**src/hw/rtl/uphr_pkg.sv**
```systemverilog
`timescale 1ns / 1ps
// ----------------------------------------------------------------------------
// uphr_pkg
// Types, round tables and helper functions shared by the 16-round unique ID
// hash pipeline.
// ----------------------------------------------------------------------------
package uphr_pkg;

    localparam int HashRounds = 16;
    localparam int UidWords   = 6;

    // Four 16-bit chaining words.
    typedef struct packed {
        logic [15:0] a;
        logic [15:0] b;
        logic [15:0] c;
        logic [15:0] d;
    } hash_state_t;

    // The six ID words, word 0 in the low slot.
    typedef logic [UidWords-1:0][15:0] uid_words_t;

    // Chaining word start values.
    localparam logic [15:0] InitA = 16'h2301;
    localparam logic [15:0] InitB = 16'hab89;
    localparam logic [15:0] InitC = 16'hdcfe;
    localparam logic [15:0] InitD = 16'h5476;

    // Per-round additive constants, round 15 first in the list, round 0 last.
    localparam logic [HashRounds-1:0][15:0] RoundAdd = {
        16'h7e82, 16'h7e4f, 16'h59c3, 16'h2244,
        16'hd039, 16'h7ec6, 16'hea44, 16'h3942,
        16'he905, 16'hcde6, 16'h105d, 16'h2562,
        16'h1122, 16'h98d8, 16'h0faf, 16'ha478
    };

    // Per-round left rotation amounts, round 15 first in the list, round 0 last.
    localparam logic [HashRounds-1:0][3:0] RoundRot = {
        4'd13, 4'd15, 4'd10, 4'd8,
        4'd3,  4'd0,  4'd11, 4'd4,
        4'd2,  4'd14, 4'd9,  4'd5,
        4'd6,  4'd1,  4'd12, 4'd7
    };

    // Index of the ID word that a round mixes in.
    function automatic logic [2:0] round_sel(input int round);
        int sel;
        begin
            if (round < 6) begin
                sel = round;
            end else if (round < 8) begin
                sel = (5 * round + 1) % 6;
            end else if (round < 12) begin
                sel = (3 * round + 5) % 6;
            end else begin
                sel = (2 * round) % 6;
            end
            return sel[2:0];
        end
    endfunction

    // Boolean mixing function of a round.
    function automatic logic [15:0] round_mix(input int round, input logic [15:0] b,
                                              input logic [15:0] c, input logic [15:0] d);
        logic [15:0] f;
        begin
            if (round < 6) begin
                f = (b & c) | (~b & d);
            end else if (round < 8) begin
                f = (b & d) | (c & ~d);
            end else if (round < 12) begin
                f = b ^ c ^ d;
            end else begin
                f = c ^ (b | ~d);
            end
            return f;
        end
    endfunction

    // 16-bit rotate left; an amount of zero returns the word unchanged.
    function automatic logic [15:0] rotl16(input logic [15:0] x, input logic [3:0] amt);
        logic [31:0] wide;
        begin
            wide = {x, x} << amt;
            return wide[31:16];
        end
    endfunction

endpackage

```
**src/hw/rtl/uphr_round.sv**
```systemverilog
`timescale 1ns / 1ps
// ----------------------------------------------------------------------------
// uphr_round
// One hash round as one pipeline stage: mixes the chaining words, registers
// the result with its valid bit, and carries the ID words along.
// ----------------------------------------------------------------------------
module uphr_round
    import uphr_pkg::*;
#(
    parameter int ROUND = 0
) (
    input  logic        aclk,
    input  logic        aresetn,
    input  logic        in_valid,
    output logic        in_ready,
    input  hash_state_t in_state,
    input  uid_words_t  in_words,
    output logic        out_valid,
    input  logic        out_ready,
    output hash_state_t out_state,
    output uid_words_t  out_words
);

    localparam logic [2:0]  Sel = round_sel(ROUND);
    localparam logic [15:0] Add = RoundAdd[ROUND];
    localparam logic [3:0]  Rot = RoundRot[ROUND];

    logic        valid_reg;
    logic        valid_next;
    hash_state_t state_reg;
    hash_state_t state_next;
    uid_words_t  words_reg;
    logic [15:0] sum;
    logic        load;

    // The stage takes a new transaction when empty or when its content moves on.
    assign in_ready = !valid_reg || out_ready;
    assign load     = in_valid && in_ready;

    // Round arithmetic, all modulo 2^16.
    always_comb begin
        sum = round_mix(ROUND, in_state.b, in_state.c, in_state.d)
            + in_state.a + Add + in_words[Sel];
        state_next.a = in_state.d;
        state_next.d = in_state.c;
        state_next.c = in_state.b;
        state_next.b = in_state.b + rotl16(sum, Rot);
        valid_next   = in_ready ? in_valid : valid_reg;
    end

    // Valid bit.
    always_ff @(posedge aclk) begin
        if (!aresetn) begin
            valid_reg <= 1'b0;
        end else begin
            valid_reg <= valid_next;
        end
    end

    // Payload registers.
    always_ff @(posedge aclk) begin
        if (load) begin
            state_reg <= state_next;
            words_reg <= in_words;
        end
    end

    assign out_valid = valid_reg;
    assign out_state = state_reg;
    assign out_words = words_reg;

endmodule

```
**src/hw/rtl/uid_pseudo_hash_16round_unit.sv**
```systemverilog
`timescale 1ns / 1ps
// ----------------------------------------------------------------------------
// uid_pseudo_hash_16round_unit
// Folds a 96-bit unique ID into a 64-bit hashed ID with 16 pipelined rounds.
// ----------------------------------------------------------------------------
// Usage:
//   The input channel (s_valid, s_ready) carries the six 16-bit ID words;
//   the result channel (m_valid, m_ready) returns the four hash words.
//   Every input transaction yields exactly one result transaction, in order.
//   Each of the 16 rounds is one register stage between acceptance and the
//   result showing on m_*. The pipeline accepts one transaction per cycle
//   while the receiver keeps m_ready high; one round's add-rotate-add path
//   sets the clock.
//   Each stage holds a valid bit; when the receiver stalls, full stages hold
//   their content and empty stages ahead of them still fill, so s_ready only
//   drops once every stage is full. s_ready then follows m_ready.
//   A synchronous low aresetn empties the pipeline; results in flight are
//   dropped and m_valid is low after reset.
// ----------------------------------------------------------------------------
module uid_pseudo_hash_16round_unit
    import uphr_pkg::*;
(
    input  logic        aclk,
    input  logic        aresetn,
    input  logic        s_valid,
    output logic        s_ready,
    input  logic [15:0] s_uid_word0,
    input  logic [15:0] s_uid_word1,
    input  logic [15:0] s_uid_word2,
    input  logic [15:0] s_uid_word3,
    input  logic [15:0] s_uid_word4,
    input  logic [15:0] s_uid_word5,
    output logic        m_valid,
    input  logic        m_ready,
    output logic [15:0] m_hash_word0,
    output logic [15:0] m_hash_word1,
    output logic [15:0] m_hash_word2,
    output logic [15:0] m_hash_word3
);

    logic        valid_chain [HashRounds+1];
    logic        ready_chain [HashRounds+1];
    hash_state_t state_chain [HashRounds+1];
    uid_words_t  words_chain [HashRounds+1];

    // Pipeline entry: start values and the incoming ID.
    assign valid_chain[0] = s_valid;
    assign s_ready        = ready_chain[0];
    assign state_chain[0] = '{a: InitA, b: InitB, c: InitC, d: InitD};
    assign words_chain[0] = {s_uid_word5, s_uid_word4, s_uid_word3,
                             s_uid_word2, s_uid_word1, s_uid_word0};

    // One stage per round.
    for (genvar r = 0; r < HashRounds; r++) begin : g_round
        uphr_round #(
            .ROUND(r)
        ) u_round (
            .aclk      (aclk),
            .aresetn   (aresetn),
            .in_valid  (valid_chain[r]),
            .in_ready  (ready_chain[r]),
            .in_state  (state_chain[r]),
            .in_words  (words_chain[r]),
            .out_valid (valid_chain[r+1]),
            .out_ready (ready_chain[r+1]),
            .out_state (state_chain[r+1]),
            .out_words (words_chain[r+1])
        );
    end

    // The last stage doubles as the output register.
    assign ready_chain[HashRounds] = m_ready;
    assign m_valid      = valid_chain[HashRounds];
    assign m_hash_word0 = state_chain[HashRounds].a;
    assign m_hash_word1 = state_chain[HashRounds].b;
    assign m_hash_word2 = state_chain[HashRounds].c;
    assign m_hash_word3 = state_chain[HashRounds].d;

endmodule

```
**config.mk**
```make
export PLATFORM = sky130hd
export DESIGN_NAME = uid_pseudo_hash_16round_unit
export DESIGN_NICKNAME = d
export VERILOG_FILES = /design/src/hw/rtl/uphr_pkg.sv /design/src/hw/rtl/uphr_round.sv /design/src/hw/rtl/uid_pseudo_hash_16round_unit.sv
export SDC_FILE = /design/constraint.sdc
export NUM_CORES = 2
export LEC_CHECK = 0
export ABC_AREA = 1
export BUFFER_PORTS_ARGS = -buffer_cell sky130_fd_sc_hd__buf_2
export CAP_MARGIN = 10
export CORE_MARGIN = 4
export CORE_UTILIZATION = 45
export DETAILED_ROUTE_END_ITERATION = 8
export HOLD_SLACK_MARGIN = 0.05
export MAX_ROUTING_LAYER = met4
export PLACE_DENSITY_LB_ADDON = 0.1
export SLEW_MARGIN = 20
export SYNTH_ARGS = -nofsm -noshare
export SYNTH_HDL_FRONTEND = slang
export SYNTH_SLANG_ARGS = --single-unit
```
**constraint.sdc**
```tcl
create_clock -name aclk -period 9.2 [get_ports aclk]
set_input_delay 2.3 -clock aclk [delete_from_list [all_inputs] [get_ports aclk]]
set_output_delay 2.3 -clock aclk [all_outputs]
set_load 0.005 [all_outputs]
```
; Word-level counts from Yosys, hierarchy flattened
; Cells that the tools add are included.
[totals]
reg_bits = 1920
input_bits = 100
out_inout_bits = 66
[op_classes]
add_sub_neg = 62
bitwise_logic = 45
reduce_logical = 48
[ops]
columns = cell, count
row1 = $add A16 B16 Y16, 42
row2 = $xor A16 B16 Y16, 12
row3 = $and A16 B16 Y16, 11
row4 = $not A16 Y16, 11
row5 = $or A16 B16 Y16, 11
row6 = $add A16 B16 Y16 const B, 7
row7 = $add A16 B15 Y16 const B, 5
row8 = $add A16 B14 Y16 const B, 3
row9 = $add A16 B13 Y16 const B, 2
row10 = $add A16 B16 Y16 const A, 2
row11 = $add A16 B12 Y16 const B, 1
row12 = $logic_and A1 B1 Y1, 16
row13 = $logic_not A1 Y1, 16
row14 = $logic_or A1 B1 Y1, 16

; Longest topological paths before layout
[depth]
depth_word = 18
mapped_depth = 29

; Modules after synthesis
; Synthesis repeated with hierarchy kept, for this count alone.
[hier_totals]
hier_cells = 9553
hier_area_um2 = 119316.9
[modules_own_cells]
columns = module, n_inst, cells_each, area_each_um2, seq_area_each_um2
row1 = uphr_round at g_round[14].u_round, 1, 668, 7692.4, 4824.6
row2 = uphr_round at g_round[15].u_round, 1, 662, 7664.9, 4824.6
row3 = uphr_round at g_round[13].u_round, 1, 663, 7617.3, 4824.6
row4 = uphr_round at g_round[12].u_round, 1, 640, 7554.7, 4824.6
row5 = uphr_round at g_round[5].u_round, 1, 625, 7549.7, 4824.6
row6 = uphr_round at g_round[8].u_round, 1, 580, 7521.0, 4824.6
row7 = uphr_round at g_round[11].u_round, 1, 590, 7511.0, 4824.6
row8 = uphr_round at g_round[9].u_round, 1, 603, 7495.9, 4824.6
row9 = uphr_round at g_round[1].u_round, 1, 605, 7475.9, 4824.6
row10 = uphr_round at g_round[0].u_round, 1, 577, 7412.1, 4824.6
row11 = uphr_round at g_round[4].u_round, 1, 587, 7392.1, 4824.6
row12 = uphr_round at g_round[7].u_round, 1, 561, 7382.1, 4824.6
row13 = uphr_round at g_round[3].u_round, 1, 582, 7379.6, 4824.6
row14 = uphr_round at g_round[6].u_round, 1, 588, 7369.6, 4824.6
row15 = +3 rows, -, -, -, -

; Least setup slack after synthesis
; OpenSTA, ideal clock, no wires.
[synth_timing]
path_kind = input -> register
startpoint = in m_ready
endpoint = reg g_round[8].u_round.state_reg (netlist bit g_round[8].u_round.out_state[0]) (enable)
setup_ns = 0.692
t_arrival_ns = 8.860
t_required_ns = 8.508
setup_slack_ns = -0.352
cell_stages = 6
n_path_buf = 0
path_cell_list = inv_1 -> nand4_2 -> nor3_4 -> inv_1 -> nor2_1 -> a31oi_1
[synth_between]
elab_chain_cells = 9
[synth_lines]
columns = item, line
row1 = start: declaration, uid_pseudo_hash_16round_unit.sv:34  ; input logic m_ready,
row2 = $logic_or A1 B1 Y1 (8 in series), uphr_round.sv:37  ; assign in_ready = !valid_reg || out_ready;
row3 = $logic_and A1 B1 Y1, uphr_round.sv:38  ; assign load = in_valid && in_ready;
row4 = net g_round[8].u_round.load, uphr_round.sv:34  ; logic load;
row5 = end signal: assignment, uphr_round.sv:63  ; state_reg <= state_next;
row6 = end: declaration, uphr_round.sv:30  ; hash_state_t state_reg;
; The timed path passes the listed nets, and every way through them passes these cells.
; A chain may end at the register's enable or synchronous reset.

; Worst setup path in the final report
[layout_timing]
startpoint = in m_ready
endpoint = out s_ready
[layout_between]
elab_chain_cells = 16
[layout_lines]
columns = item, line
row1 = $logic_or A1 B1 Y1 (16 in series), uphr_round.sv:37
row2 = end: declaration, uid_pseudo_hash_16round_unit.sv:26  ; output logic s_ready,
; No other way between the ends.

==> results.yml <==
timing:
  fin_crit_sh: 0.677
  finalCriticalPeriod_ps: 6230
  slew_violations: 0
  setup_tns_ps: 0
  worstMarginPinSlew_ps: 1010
  rsz0062_at_grt: "no"
  finalHoldViolations: 0
  whs_ps: 406
  skew_ps: 36.8
  slew_headroom: 0.325
  timing.fmax_ghz: 0.161
  setup_viol: 0
clock_tree:
  clk_latency_ps: 830
  htreeDepth: 4
  clockBufferDepth: 3
  post_cts_buffers: 0
  tritoncts: "built"
  cts_sinks: 1920
  cts-root-buf: "clkbuf_16"
  hold_buffers: 0
  clk_pin_slew_ps: 60
  cts_resized: 0
  numCtsBuffers: 201
routing:
  drc: 0
  first_pass_iters: 5
  num_vias: 46400
  final_antenna_net_count: 0
  m1WireLength_um: 69000
  wl_per_cell_um: 20.2
  vias_per_cell: 4.81
  routed_wl_um: 194000
  initialDrtViolationCount: 2323
  dr_wl_met2_um: 108000
  met3_length_um: 5180
  highest_layer: "met4"
logic_synthesis:
  synth.avg_cell_area_um2: 13.9
  ys_async_sr_fraction: 0
  synth_top_cell_by_area: "edfxtp_1"
  synth_cells: 6423
  syn_area_mm2: 0.0892
  synth_edf_count: 1904
  yosys_warnings: 0
  synth_top_area_frac: 0.641
  ys_top_cells_by_area: "edfxtp_1 (64%), ha_1 (9.0%), inv_1 (4.9%)"
  synth_cell_types: 55
  ys_ff_latch: 1920
  yosys_most_used_dff: "edfxtp_1"
  syn_nets: 7381
  seq_area_frac_synth: 0.644
worst_setup_path:
  crit_path_cell_trace: "buf_2 -> inv_1 -> nand4_2 -> nor3_4 -> nand4_2 -> nor2_4 -> nand4_4 -> nor2_4 -> nand4_4 -> buf_2"
  required_ps: 6900
  startpoint_type: "input port"
  slowest_stage: "nor3_4"
  path_max_fanout: 5
  worst_setup_path_end_kind: "primary output"
  path_class: "in -> out"
  worstPathArrival_ps: 3930
  max_stage_delay_ps: 260
die:
  io_pins: 166
  rows: 163
  chipHeight_um: 453
  start_util: 0.453
  die_w_um: 453
  core_mm2: 0.197
  dieArea_mm2: 0.206
global_routing:
  grt_max_degree: 77
  grt_overflow_total: 0
  track_usage: 0.198
  antenna_found_initial: 5
  first_global_vias: 49500
  grt_pass1_wl_um: 294000
place:
  place_congestion: 0.904
  dp_hpwl_um: 154000
  numPortBuffers: 165
status:
  outcome: "finished, final reports clean"
layout:
  fin_nets: 7773
  drive_above_1_share: 0.0907
  syn2layout_area_growth_pct: 12.7
pwr:
  p_leak_nw: 40.0
  vdd_ir_drop_max_v: 0.000157
  p_per_area_mw_per_mm2: 207
job:
  maxCapViolCount: 0
worst_hold_path:
  hp-class: "reg -> reg"
==> routing by layer <==
metal,up-vias,global-route usage
met5,-,-
met4,0,0.107
met3,410,0.0254
met2,758,0.372
met1,22200,0.198
li1,23000,-
==> state kept, by name, indices dropped and copies added, names as in the netlist <==
register                   flops
g_round.u_round.out_words    976
g_round.u_round.out_state    928
g_round.u_round.out_valid     16
==> stage by stage <==
stage          power [W]  setup slack (ps)   util  cells  instance area (um2)
6_report          0.0208              2970  0.510   9633               101000
5_1_grt           0.0218              2790  0.510   9633               101000
4_1_cts           0.0211              2940  0.510   9629               101000
3_5_place_dp      0.0127              2940  0.475   9252                93600
3_3_place_gp      0.0127              2980  0.475   9252                93600
2_1_floorplan     0.0119               602      -   6423                89300
==> report_power, final <==
part           switching, W  internal [W]
logic               0.00157      0.000946
clock network       0.00343       0.00490
registers          0.000140       0.00986
total               0.00514        0.0157
==> Yosys cell counts (all sizes together), types with 16 or more instances <==
library cell,number
edfxtp,1904
mux2,47
o21a,20
fa,218
a21boi,30
nor2,194
o31ai,20
nor3,55
inv,1174
dfxtp,16
nand2,577
nand4,24
a31oi,24
a21oi,413
xnor2,269
xor2,377
mux2i,32
o21ai,209
nand3,97
ha,640
==> area by class of cell <==
type                       count  area (um2)
antenna                        4        10.0
clock buffer                 231        5160
clock inverter               146        1730
fill                       16800       96700
inverter                    1175        4440
multi-input combinational   3327       27400
sequential                  1920       57500
tap                         2640        3300
timing repair buffer         190        1010
==> path summary, 6_finish.rpt <==
path                                          start                                 to  slack [ps]  cells after the start
setup / recovery                            m_ready                            s_ready        2970                     10
hold / removal     g_round[5].u_round.out_words[64]   g_round[6].u_round.out_words[64]         410                      0
setup reg to reg  g_round[10].u_round.out_state[33]  g_round[11].u_round.out_state[44]        3340                     29
hold reg to reg    g_round[5].u_round.out_words[64]   g_round[6].u_round.out_words[64]         410                      0
==> cells by family after synthesis <==
group | Yosys count | synth area share
AND/OR/NAND/NOR | 966 | 0.0458
flip-flops | 1920 | 0.644
buffers and inverters | 1176 | 0.0495
adder cells (fa/ha/maj) | 858 | 0.139
XOR/XNOR | 646 | 0.0636
multiplexers | 79 | 0.00952
AO/OA/AOI/OAI | 778 | 0.0487
==> layout by cell type, fill, tap and decap left out, types with 155 or more instances in the layout <==
master     netlist  layout
ha_1           640     640
nand2_1        565     565
nor2_1         186     179
fa_1           218     218
o21ai_0        155     155
xor2_1         375     375
a21oi_1        411     411
clkbuf_16        0     202
inv_1         1168    1160
xnor2_1        269     269
buf_2            0     165
edfxtp_1      1904    1904
==> worst max-delay path: cells and delay by family <==
| kind | cells | cell delay, ps |
|---|---|---|
| buffers and inverters | 3 | 320 |
| AND/OR/NAND/NOR | 7 | 1310 |
(Power assumes the default switching activity.)
